===== src/design/sgr_pkg.sv =====
// Shared types, command codes, state encoding and glyph table of the rasterizer.
// No dependencies.
package sgr_pkg;

    localparam int GLYPH_W = 5;
    localparam int GLYPH_H = 7;
    localparam logic [27:0] REPEAT_RESET = 28'h1122211;

    typedef enum logic [2:0] {
        CMD_CLEAR  = 3'd0,
        CMD_PIXEL  = 3'd1,
        CMD_SCALED = 3'd2,
        CMD_REPEAT = 3'd3,
        CMD_READ   = 3'd4
    } sgr_cmd_code_t;

    typedef enum logic [2:0] {
        ST_CLEAR,
        ST_IDLE,
        ST_ROW,
        ST_SPAN,
        ST_WRITE,
        ST_RD,
        ST_RD_OUT
    } sgr_state_t;

    // Five columns of seven bits, column 0 in element 0, glyph row 0 in bit 0.
    typedef logic [GLYPH_W-1:0][GLYPH_H-1:0] sgr_glyph_t;

    typedef struct packed {
        logic load;
        logic clr_step;
        logic span_init;
        logic span_rd;
        logic span_wr;
        logic span_adv;
        logic walk_adv;
        logic byte_rd;
    } sgr_ctl_t;

    typedef struct packed {
        logic clr_last;
        logic empty;
        logic draw_now;
        logic walk_last;
        logic span_hit;
        logic span_last;
    } sgr_sts_t;

    // Concatenations list column 4 first, column 0 last.
    function automatic sgr_glyph_t glyph_lookup(input logic [7:0] code);
        sgr_glyph_t g;
        g = '0;
        unique case (code)
            8'h21:   g = {7'h00, 7'h00, 7'h5F, 7'h00, 7'h00}; // !
            8'h2D:   g = {7'h08, 7'h08, 7'h08, 7'h08, 7'h08}; // -
            8'h41:   g = {7'h7E, 7'h11, 7'h11, 7'h11, 7'h7E}; // A
            8'h44:   g = {7'h1C, 7'h22, 7'h41, 7'h41, 7'h7F}; // D
            8'h45:   g = {7'h41, 7'h49, 7'h49, 7'h49, 7'h7F}; // E
            8'h47:   g = {7'h7A, 7'h49, 7'h49, 7'h41, 7'h3E}; // G
            8'h48:   g = {7'h7F, 7'h08, 7'h08, 7'h08, 7'h7F}; // H
            8'h49:   g = {7'h00, 7'h41, 7'h7F, 7'h41, 7'h00}; // I
            8'h4C:   g = {7'h40, 7'h40, 7'h40, 7'h40, 7'h7F}; // L
            8'h4D:   g = {7'h7F, 7'h02, 7'h04, 7'h02, 7'h7F}; // M
            8'h4F:   g = {7'h3E, 7'h41, 7'h41, 7'h41, 7'h3E}; // O
            8'h50:   g = {7'h06, 7'h09, 7'h09, 7'h09, 7'h7F}; // P
            8'h52:   g = {7'h46, 7'h29, 7'h19, 7'h09, 7'h7F}; // R
            8'h53:   g = {7'h31, 7'h49, 7'h49, 7'h49, 7'h46}; // S
            8'h54:   g = {7'h01, 7'h01, 7'h7F, 7'h01, 7'h01}; // T
            8'h55:   g = {7'h3F, 7'h40, 7'h40, 7'h40, 7'h3F}; // U
            8'h56:   g = {7'h1F, 7'h20, 7'h40, 7'h20, 7'h1F}; // V
            8'h63:   g = {7'h28, 7'h44, 7'h44, 7'h44, 7'h38}; // c
            8'h69:   g = {7'h00, 7'h40, 7'h7D, 7'h41, 7'h00}; // i
            8'h6F:   g = {7'h38, 7'h44, 7'h44, 7'h44, 7'h38}; // o
            default: g = '0;                                  // space and unknown
        endcase
        return g;
    endfunction

endpackage


===== src/design/sgr_ctrl.sv =====
// Sequencer of the rasterizer: clear sweep, glyph walk, span read-modify-write, byte read.
// Depends on sgr_pkg.
module sgr_ctrl
    import sgr_pkg::*;
(
    input  logic       clk,
    input  logic       rst_n,
    input  logic       start,
    input  logic [2:0] cmd,
    input  sgr_sts_t   sts,
    output sgr_ctl_t   ctl,
    output logic       busy,
    output logic       done
);

    sgr_state_t state_reg, state_next;
    logic       pixel_op_reg, pixel_op_next;

    always_ff @(posedge clk or negedge rst_n)
    begin
        if (!rst_n)
        begin
            state_reg    <= ST_CLEAR;
            pixel_op_reg <= 1'b0;
        end
        else
        begin
            state_reg    <= state_next;
            pixel_op_reg <= pixel_op_next;
        end
    end

    always_comb
    begin
        state_next    = state_reg;
        pixel_op_next = pixel_op_reg;
        ctl           = '0;
        done          = 1'b0;
        busy          = (state_reg != ST_IDLE);

        unique case (state_reg)
            ST_CLEAR:
            begin
                ctl.clr_step = 1'b1;
                if (sts.clr_last)
                begin
                    state_next = ST_IDLE;
                end
            end
            ST_IDLE:
            begin
                if (start)
                begin
                    unique case (cmd)
                        CMD_CLEAR:
                        begin
                            state_next = ST_CLEAR;
                        end
                        CMD_PIXEL:
                        begin
                            ctl.load      = 1'b1;
                            pixel_op_next = 1'b1;
                            state_next    = ST_SPAN;
                        end
                        CMD_SCALED, CMD_REPEAT:
                        begin
                            ctl.load      = 1'b1;
                            pixel_op_next = 1'b0;
                            state_next    = ST_ROW;
                        end
                        CMD_READ:
                        begin
                            ctl.load   = 1'b1;
                            state_next = ST_RD;
                        end
                        default:
                        begin
                            state_next = ST_IDLE;
                        end
                    endcase
                end
            end
            ST_ROW:
            begin
                priority if (sts.empty)
                begin
                    state_next = ST_IDLE;
                end
                else if (sts.draw_now)
                begin
                    ctl.span_init = 1'b1;
                    state_next    = ST_SPAN;
                end
                else
                begin
                    ctl.walk_adv = 1'b1;
                    state_next   = sts.walk_last ? ST_IDLE : ST_ROW;
                end
            end
            ST_SPAN:
            begin
                if (sts.span_hit)
                begin
                    ctl.span_rd = 1'b1;
                    state_next  = ST_WRITE;
                end
                else
                begin
                    // Off-frame chunk: drop it and move on
                    ctl.span_adv = 1'b1;
                    if (sts.span_last)
                    begin
                        if (pixel_op_reg)
                        begin
                            state_next = ST_IDLE;
                        end
                        else
                        begin
                            ctl.walk_adv = 1'b1;
                            state_next   = sts.walk_last ? ST_IDLE : ST_ROW;
                        end
                    end
                end
            end
            ST_WRITE:
            begin
                ctl.span_wr  = 1'b1;
                ctl.span_adv = 1'b1;
                if (sts.span_last)
                begin
                    if (pixel_op_reg)
                    begin
                        state_next = ST_IDLE;
                    end
                    else
                    begin
                        ctl.walk_adv = 1'b1;
                        state_next   = sts.walk_last ? ST_IDLE : ST_ROW;
                    end
                end
                else
                begin
                    state_next = ST_SPAN;
                end
            end
            ST_RD:
            begin
                ctl.byte_rd = 1'b1;
                state_next  = ST_RD_OUT;
            end
            ST_RD_OUT:
            begin
                done       = 1'b1;
                state_next = ST_IDLE;
            end
            default:
            begin
                state_next = ST_IDLE;
            end
        endcase
    end

endmodule


===== config.mk =====
export PLATFORM = sky130hd
export DESIGN_NAME = sgr_ctrl
export DESIGN_NICKNAME = d
export VERILOG_FILES = /design/src/design/sgr_pkg.sv /design/src/design/sgr_ctrl.sv
export SDC_FILE = /design/constraint.sdc
export NUM_CORES = 1
export LEC_CHECK = 0
export BUFFER_PORTS_ARGS = -buffer_cell sky130_fd_sc_hd__buf_2
export CORE_AREA = 2 2 39 41
export CTS_CLUSTER_DIAMETER = 150
export DETAILED_ROUTE_END_ITERATION = 8
export DIE_AREA = 0 0 41 43
export GPL_TIMING_DRIVEN = 0
export PLACE_DENSITY = 0.71
export SYNTH_ARGS = -nofsm -noshare
export SYNTH_HDL_FRONTEND = slang
export SYNTH_SLANG_ARGS = --single-unit

===== constraint.sdc =====
create_clock -name clk -period 1.9 [get_ports clk]
set_clock_uncertainty 0.1 [all_clocks]
set_input_delay 0 -clock clk [delete_from_list [all_inputs] [get_ports clk]]
set_output_delay 0 -clock clk [all_outputs]
set_load 0.005 [all_outputs]

==> metrics.yaml, run 1 <==
job:
  maxCapViolCount: 0
placed_design:
  dpl-instance-area_um2: 538.0
  port_buffers: 21
  gp_congestion: 0.8079
  dp_hpwl_um: 857
floorplan:
  die_h_um: 43
  placementRows: 14
  die-area_um2: 1763
  die_width_um: 41
  start_util_pct: 29.84
  core_um2: 1384
  io_pins: 22
finish:
  finalCoreUtilization_pct: 44.85
  nNetsFinal: 101
  largest_reg_flops: 3
  diodes: 0
  layout-drive-gt1-share_pct: 37.93
  finalInstanceArea_um2: 620.6
  area_growth_pct: 50.30
  fill_cells: 134
logic_synthesis:
  yosys-top-cells-area: "dfrtp_1 24%, a21oi_1 7.3%, nor2_1 5.5%"
  syn_nets: 69
  ys_seq_area_share_pct: 24.24
  synthFlopType: "dfrtp_1"
  synth_edf_count: 0
  synth_common_cells: "6 x a21oi_1, 6 x nor2_1, 5 x inv_1"
  synth.distinct_cells: 30
  netlist.top_cell.by_area: "dfrtp_1"
  synth_top_area_share_pct: 24.24
  ys_ff_latch: 4
  yosys_warnings: 0
  avgSynthCellArea_um2: 7.244
  synth_cells: 57
  async_flop_share_pct: 100.0
  syn_area_um2: 412.9
timing:
  finalCritPeriodShare_pct: 88.82
  finalCriticalPeriod_ps: 1688
  final-setup-viol-count: 0
  worst_pin_slew_ps: 371.5
  relSlewSlack_pct: 74.84
  fmax_ghz: 0.5926
  rsz0062_at_grt: "no"
  report.final.hold_viol_count: 0
  setup_tns_ps: 0
  drv_slew: 0
route:
  drc_errors: 0
  antenna_left: 0
  first_iter_violations: 23
  dr_total_vias: 495
  wl_per_cell_um: 10.81
  dr.pass1.iters: 4
  viasPerCell: 4.806
  finalWirelength_um: 1113
global_route:
  grt_max_degree: 11
  antenna_found_initial: 0
  first_global_vias: 418
  grtUsageTotal_pct: 14.00
  overflow: 0
  grt_first_pass_wirelength_um: 1662
pwr:
  p_leak_nw: 0.3279
  ir_worst_vdd_uv: 528.4
  p_per_area_nw_per_um2: 1019
  power_mw: 0.6324
clock_network:
  cts-root-buf: "clkbuf_4"
  clk-insertion-delay-late_ps: 230
  cts_buffer_depth: 2
  cts_buffers: 3
  cts_resized: 0
  htree_levels: 1
  clk_pin_slew_ps: 40
  cts_tree: "yes"
  clock-sinks: 4
worst_hold_path:
  min_path_type: "in -> reg"
  hold_depth: 3
  hold_start: "cmd[2]"
worst_setup_path:
  cp-end-kind: "primary output"
  crit_start: "state_reg[0]"
  critPathRequiredTime_ps: 1800
  crit_type: "reg -> out"
  reg2reg_setup_slack_ps: 300
  regToRegStartpoint: "state_reg[0]"
  r2r_cells: 7
  cp.arrival_ps: 1590
  crit_path_max_fanout: 10
  cp-start-kind: "flip-flop"
outcome:
  status: "completed"
## cells in the final DEF (no fill, tap or decap)
| master | count |
|---|---|
| buf_2 | 23 |
| a21oi_2 | 1 |
| a31oi_1 | 2 |
| o311ai_1 | 1 |
| and3_1 | 2 |
| a32oi_1 | 1 |
| and2_1 | 1 |
| nand3_1 | 1 |
| xnor2_1 | 1 |
| inv_2 | 1 |
| nand2b_1 | 2 |
| or2_2 | 1 |
| a211o_1 | 1 |
| or3b_1 | 1 |
| o21ai_1 | 1 |
| o21ai_2 | 1 |
| o21ai_0 | 2 |
| or3_1 | 2 |
| nor3_1 | 3 |
| clkbuf_4 | 3 |
| a2111oi_1 | 1 |
| nand2_1 | 2 |
| nor2_2 | 1 |
| nor2b_1 | 2 |
| dlygate4sd3_1 | 6 |
| dfrtp_1 | 4 |
| nand3b_1 | 1 |
| inv_1 | 5 |
| buf_6 | 1 |
| or4b_4 | 1 |
| a21oi_1 | 6 |
| nor2_1 | 6 |
## power breakdown
part	switching [mW]	leakage (nW)	total, mW	internal, mW
combinational	0.215	0.265	0.389	0.175
sequential	0.0224	0.0491	0.140	0.118
clock	0.0323	0.0138	0.103	0.0705
total	0.269	0.328	0.632	0.363
## timing repair
action                    in CTS  in global routing
hold endpoints to repair       8                  0
hold buffers                   6                  0
setup buffers                  0                  0
## critical path: stages (launching register included)
cell      delay, ps
dfrtp_1         340
buf_2           170
or3b_1          430
o21ai_2         120
nand3b_1        100
o21ai_1          70
buf_2           120
## path summary, 6_finish.rpt
path	to
setup / recovery	ctl[1]
hold / removal	pixel_op_reg
setup reg to reg	pixel_op_reg
hold reg to reg	pixel_op_reg
max in group asynchronous	pixel_op_reg
min in group asynchronous	state_reg[0]
## kinds of logic after synthesis
kind of cell	count (synthesis)	synth area share, %
AOI/OAI and AO/OA	17	26.97
xor gates and xnor gates	1	2.122
buffers and inverters	9	10.61
DFF	4	24.24
and+or+nand+nor	26	36.06
## layout make-up
type	instances	area, um2	area share [%]
repair buffers	27	165.2	26.61
multi-input cells	44	269.0	43.35
plain buffers	3	21.27	3.427
inverters	6	22.52	3.629
well taps	16	20.02	3.226
clock buffers	3	22.52	3.629
flip-flops and latches	4	100.1	16.13
## stage by stage
| step | cells | hold slack [ps] | setup slack [ps] |
|---|---|---|---|
| 4_1_cts | 103 | 72.90 | 193.7 |
| 5_1_grt | 103 | 75.96 | 91.32 |
| 6_report | 103 | 83.54 | 212.4 |
| 3_5_place_dp | 94 | -290.6 | 306.3 |
| 2_1_floorplan | 57 | -395.6 | 393.6 |
| 3_3_place_gp | 94 | -296.0 | 291.8 |
## routing by layer
metal	share of wire (%)	vias up	GRT usage, %
li1	-	261	-
met1	49	211	18.83
met2	43	23	19.69
met3	8.3	0	7.853
met4	0	0	2.000
met5	0	-	0
(Power assumes the default switching activity.)
==> run 2, diff against run 1 <==
Settings changed: CTS_CLUSTER_SIZE set to 20, REMOVE_ABC_BUFFERS set to 1.
==> run 2 against run 1 <==
Compared with the run above: die area did not move; largest cell class unchanged; first-iteration DRC count fell by 78%; maximum frequency decreased by 1.9%; register-to-register slack lost 120 ps; via count rose by 0.81%; non-clock buffer count fell by 3; largest power group unchanged.
==> metrics.yaml, run 2 (synthesis gave the netlist of run 1 again) <==
floorplan:
  die-area_um2: 1763
  placementRows: 14
  start_util_pct: 29.84
  io_pins: 22
  core_um2: 1384
  die_width_um: 41
  die_h_um: 43
clock_network:
  cts_buffer_depth: 2
  cts_tree: "yes"
  clk-insertion-delay-late_ps: 230
  htree_levels: 1
  clock-sinks: 4
  cts-root-buf: "clkbuf_4"
  cts_resized: 0
  post_cts_buffers: 0
  clk_pin_slew_ps: 40
  cts_buffers: 3
placed_design:
  dpl_worst_slack_ps: 189.0
  dp_hpwl_um: 825.7
  port_buffers: 21
  place_inst: 91
  dpl-instance-area_um2: 516.7
  gp_congestion: 0.7922
global_route:
  antenna_found_initial: 0
  overflow: 0
  first_global_vias: 460
  grtUsageTotal_pct: 14.30
  grt_first_pass_wirelength_um: 1773
  grt_max_degree: 14
timing:
  finalCritPeriodShare_pct: 90.50
  finalCriticalPeriod_ps: 1720
  holdWs_ps: 71.45
  rsz0062_at_grt: "no"
  worst_pin_slew_ps: 383.8
  setup_tns_ps: 0
  drv_slew: 0
  report.final.hold_viol_count: 0
  setup_ws_ps: 180.5
  fmax_ghz: 0.5815
  final-setup-viol-count: 0
  relSlewSlack_pct: 74.21
finish:
  stdcell_count: 100
  layout_commonest_cell: "buf_2"
  largest_reg_flops: 3
  finalInstanceArea_um2: 599.3
  final_cell_mix: "21 x buf_2, 6 x nor2_1, 6 x a21oi_1, 6 x dlygate4sd3_1, 5 x inv_1"
  area_growth_pct: 45.15
  layout-drive-gt1-share_pct: 35.71
  diodes: 0
  nNetsFinal: 98
route:
  first_iter_violations: 5
  antenna_left: 0
  viasPerCell: 4.990
  wl_per_cell_um: 10.72
  dr.pass1.iters: 2
  finalWirelength_um: 1072
  drc_errors: 0
  dr_total_vias: 499
worst_setup_path:
  crit_path_max_fanout: 12
  crit_start: "state_reg[2]"
  regToRegStartpoint: "state_reg[2]"
  path_delay_family: "simple AND/OR/NAND/NOR gates"
  critPathRequiredTime_ps: 1960
  cp-start-kind: "flip-flop"
  crit_cells: 6
  cp_num_buf_inv: 1
  cp_cell_sequence: "nand2b_1 -> nor2_2 -> inv_2 -> nor3_1 -> a2111oi_1 -> a21oi_1"
  cp.arrival_ps: 1780
  r2r_cells: 6
  cp_slowest_cell: "dfrtp_1"
  cp-end-kind: "flip-flop"
  cpPeakStageDelay_ps: 490
  crit_type: "reg -> reg"
pwr:
  p_per_area_nw_per_um2: 1007
  ir_worst_vdd_uv: 466.5
  p_leak_nw: 0.3131
job:
  maxCapViolCount: 0
worst_hold_path:
  hold_start: "cmd[2]"
  hold_depth: 3
  min_path_type: "in -> reg"
outcome:
  status: "completed"
## run 2: cell count changes in the layout (fill, tap and decap cells not counted), sizes merged
cell | previous run | this run
buf | 24 | 21
## run 2: final timing paths
check                                to  slack, ps
max                        state_reg[1]        180
min                        pixel_op_reg         70
max reg2reg                state_reg[1]        180
min reg2reg                pixel_op_reg        500
max in group asynchronous  pixel_op_reg        970
min in group asynchronous  state_reg[0]        550
## run 2: layout make-up
cell class	count	area (um2)
clock buffer	3	22.52
fill	149	784.5
inverter	6	22.52
multi-input combinational	44	269.0
sequential	4	100.1
tap	16	20.02
timing repair buffer	27	165.2
## run 2: repair_timing
action / 4_1_cts / 5_1_grt
hold endpoints to repair: 8 / 0
hold buffers: 6 / 0
endpoints found under the setup margin: 0 / 0
## run 2: worst min-delay path, stage by stage
cell and delay [ps]:
buf_2 110, nor3_1 90, a31oi_1 160
## run 2: report_power, final
part	internal, mW	total (mW)	switching (mW)
Combinational	0.153	0.310	0.157
Clock	0.0706	0.105	0.0345
Sequential	0.118	0.188	0.0708
Total	0.341	0.603	0.262
## run 2: per-stage QoR
step	util (%)	power, mW
detailed placement	37.34	0.4903
global placement	37.34	0.4864
CTS	43.31	0.6111
global route	43.31	0.6766
floorplan	-	0.3772
finish	43.31	0.6034
## run 2: routing by layer
metal / wire, um / part of all wire, % / track usage [%]
met1: 520 / 49 / 19.48
met2: 478 / 45 / 20.94
met3: 73 / 6.8 / 6.283
met4: 0 / 0 / 2.000
met5: 0 / 0 / 0
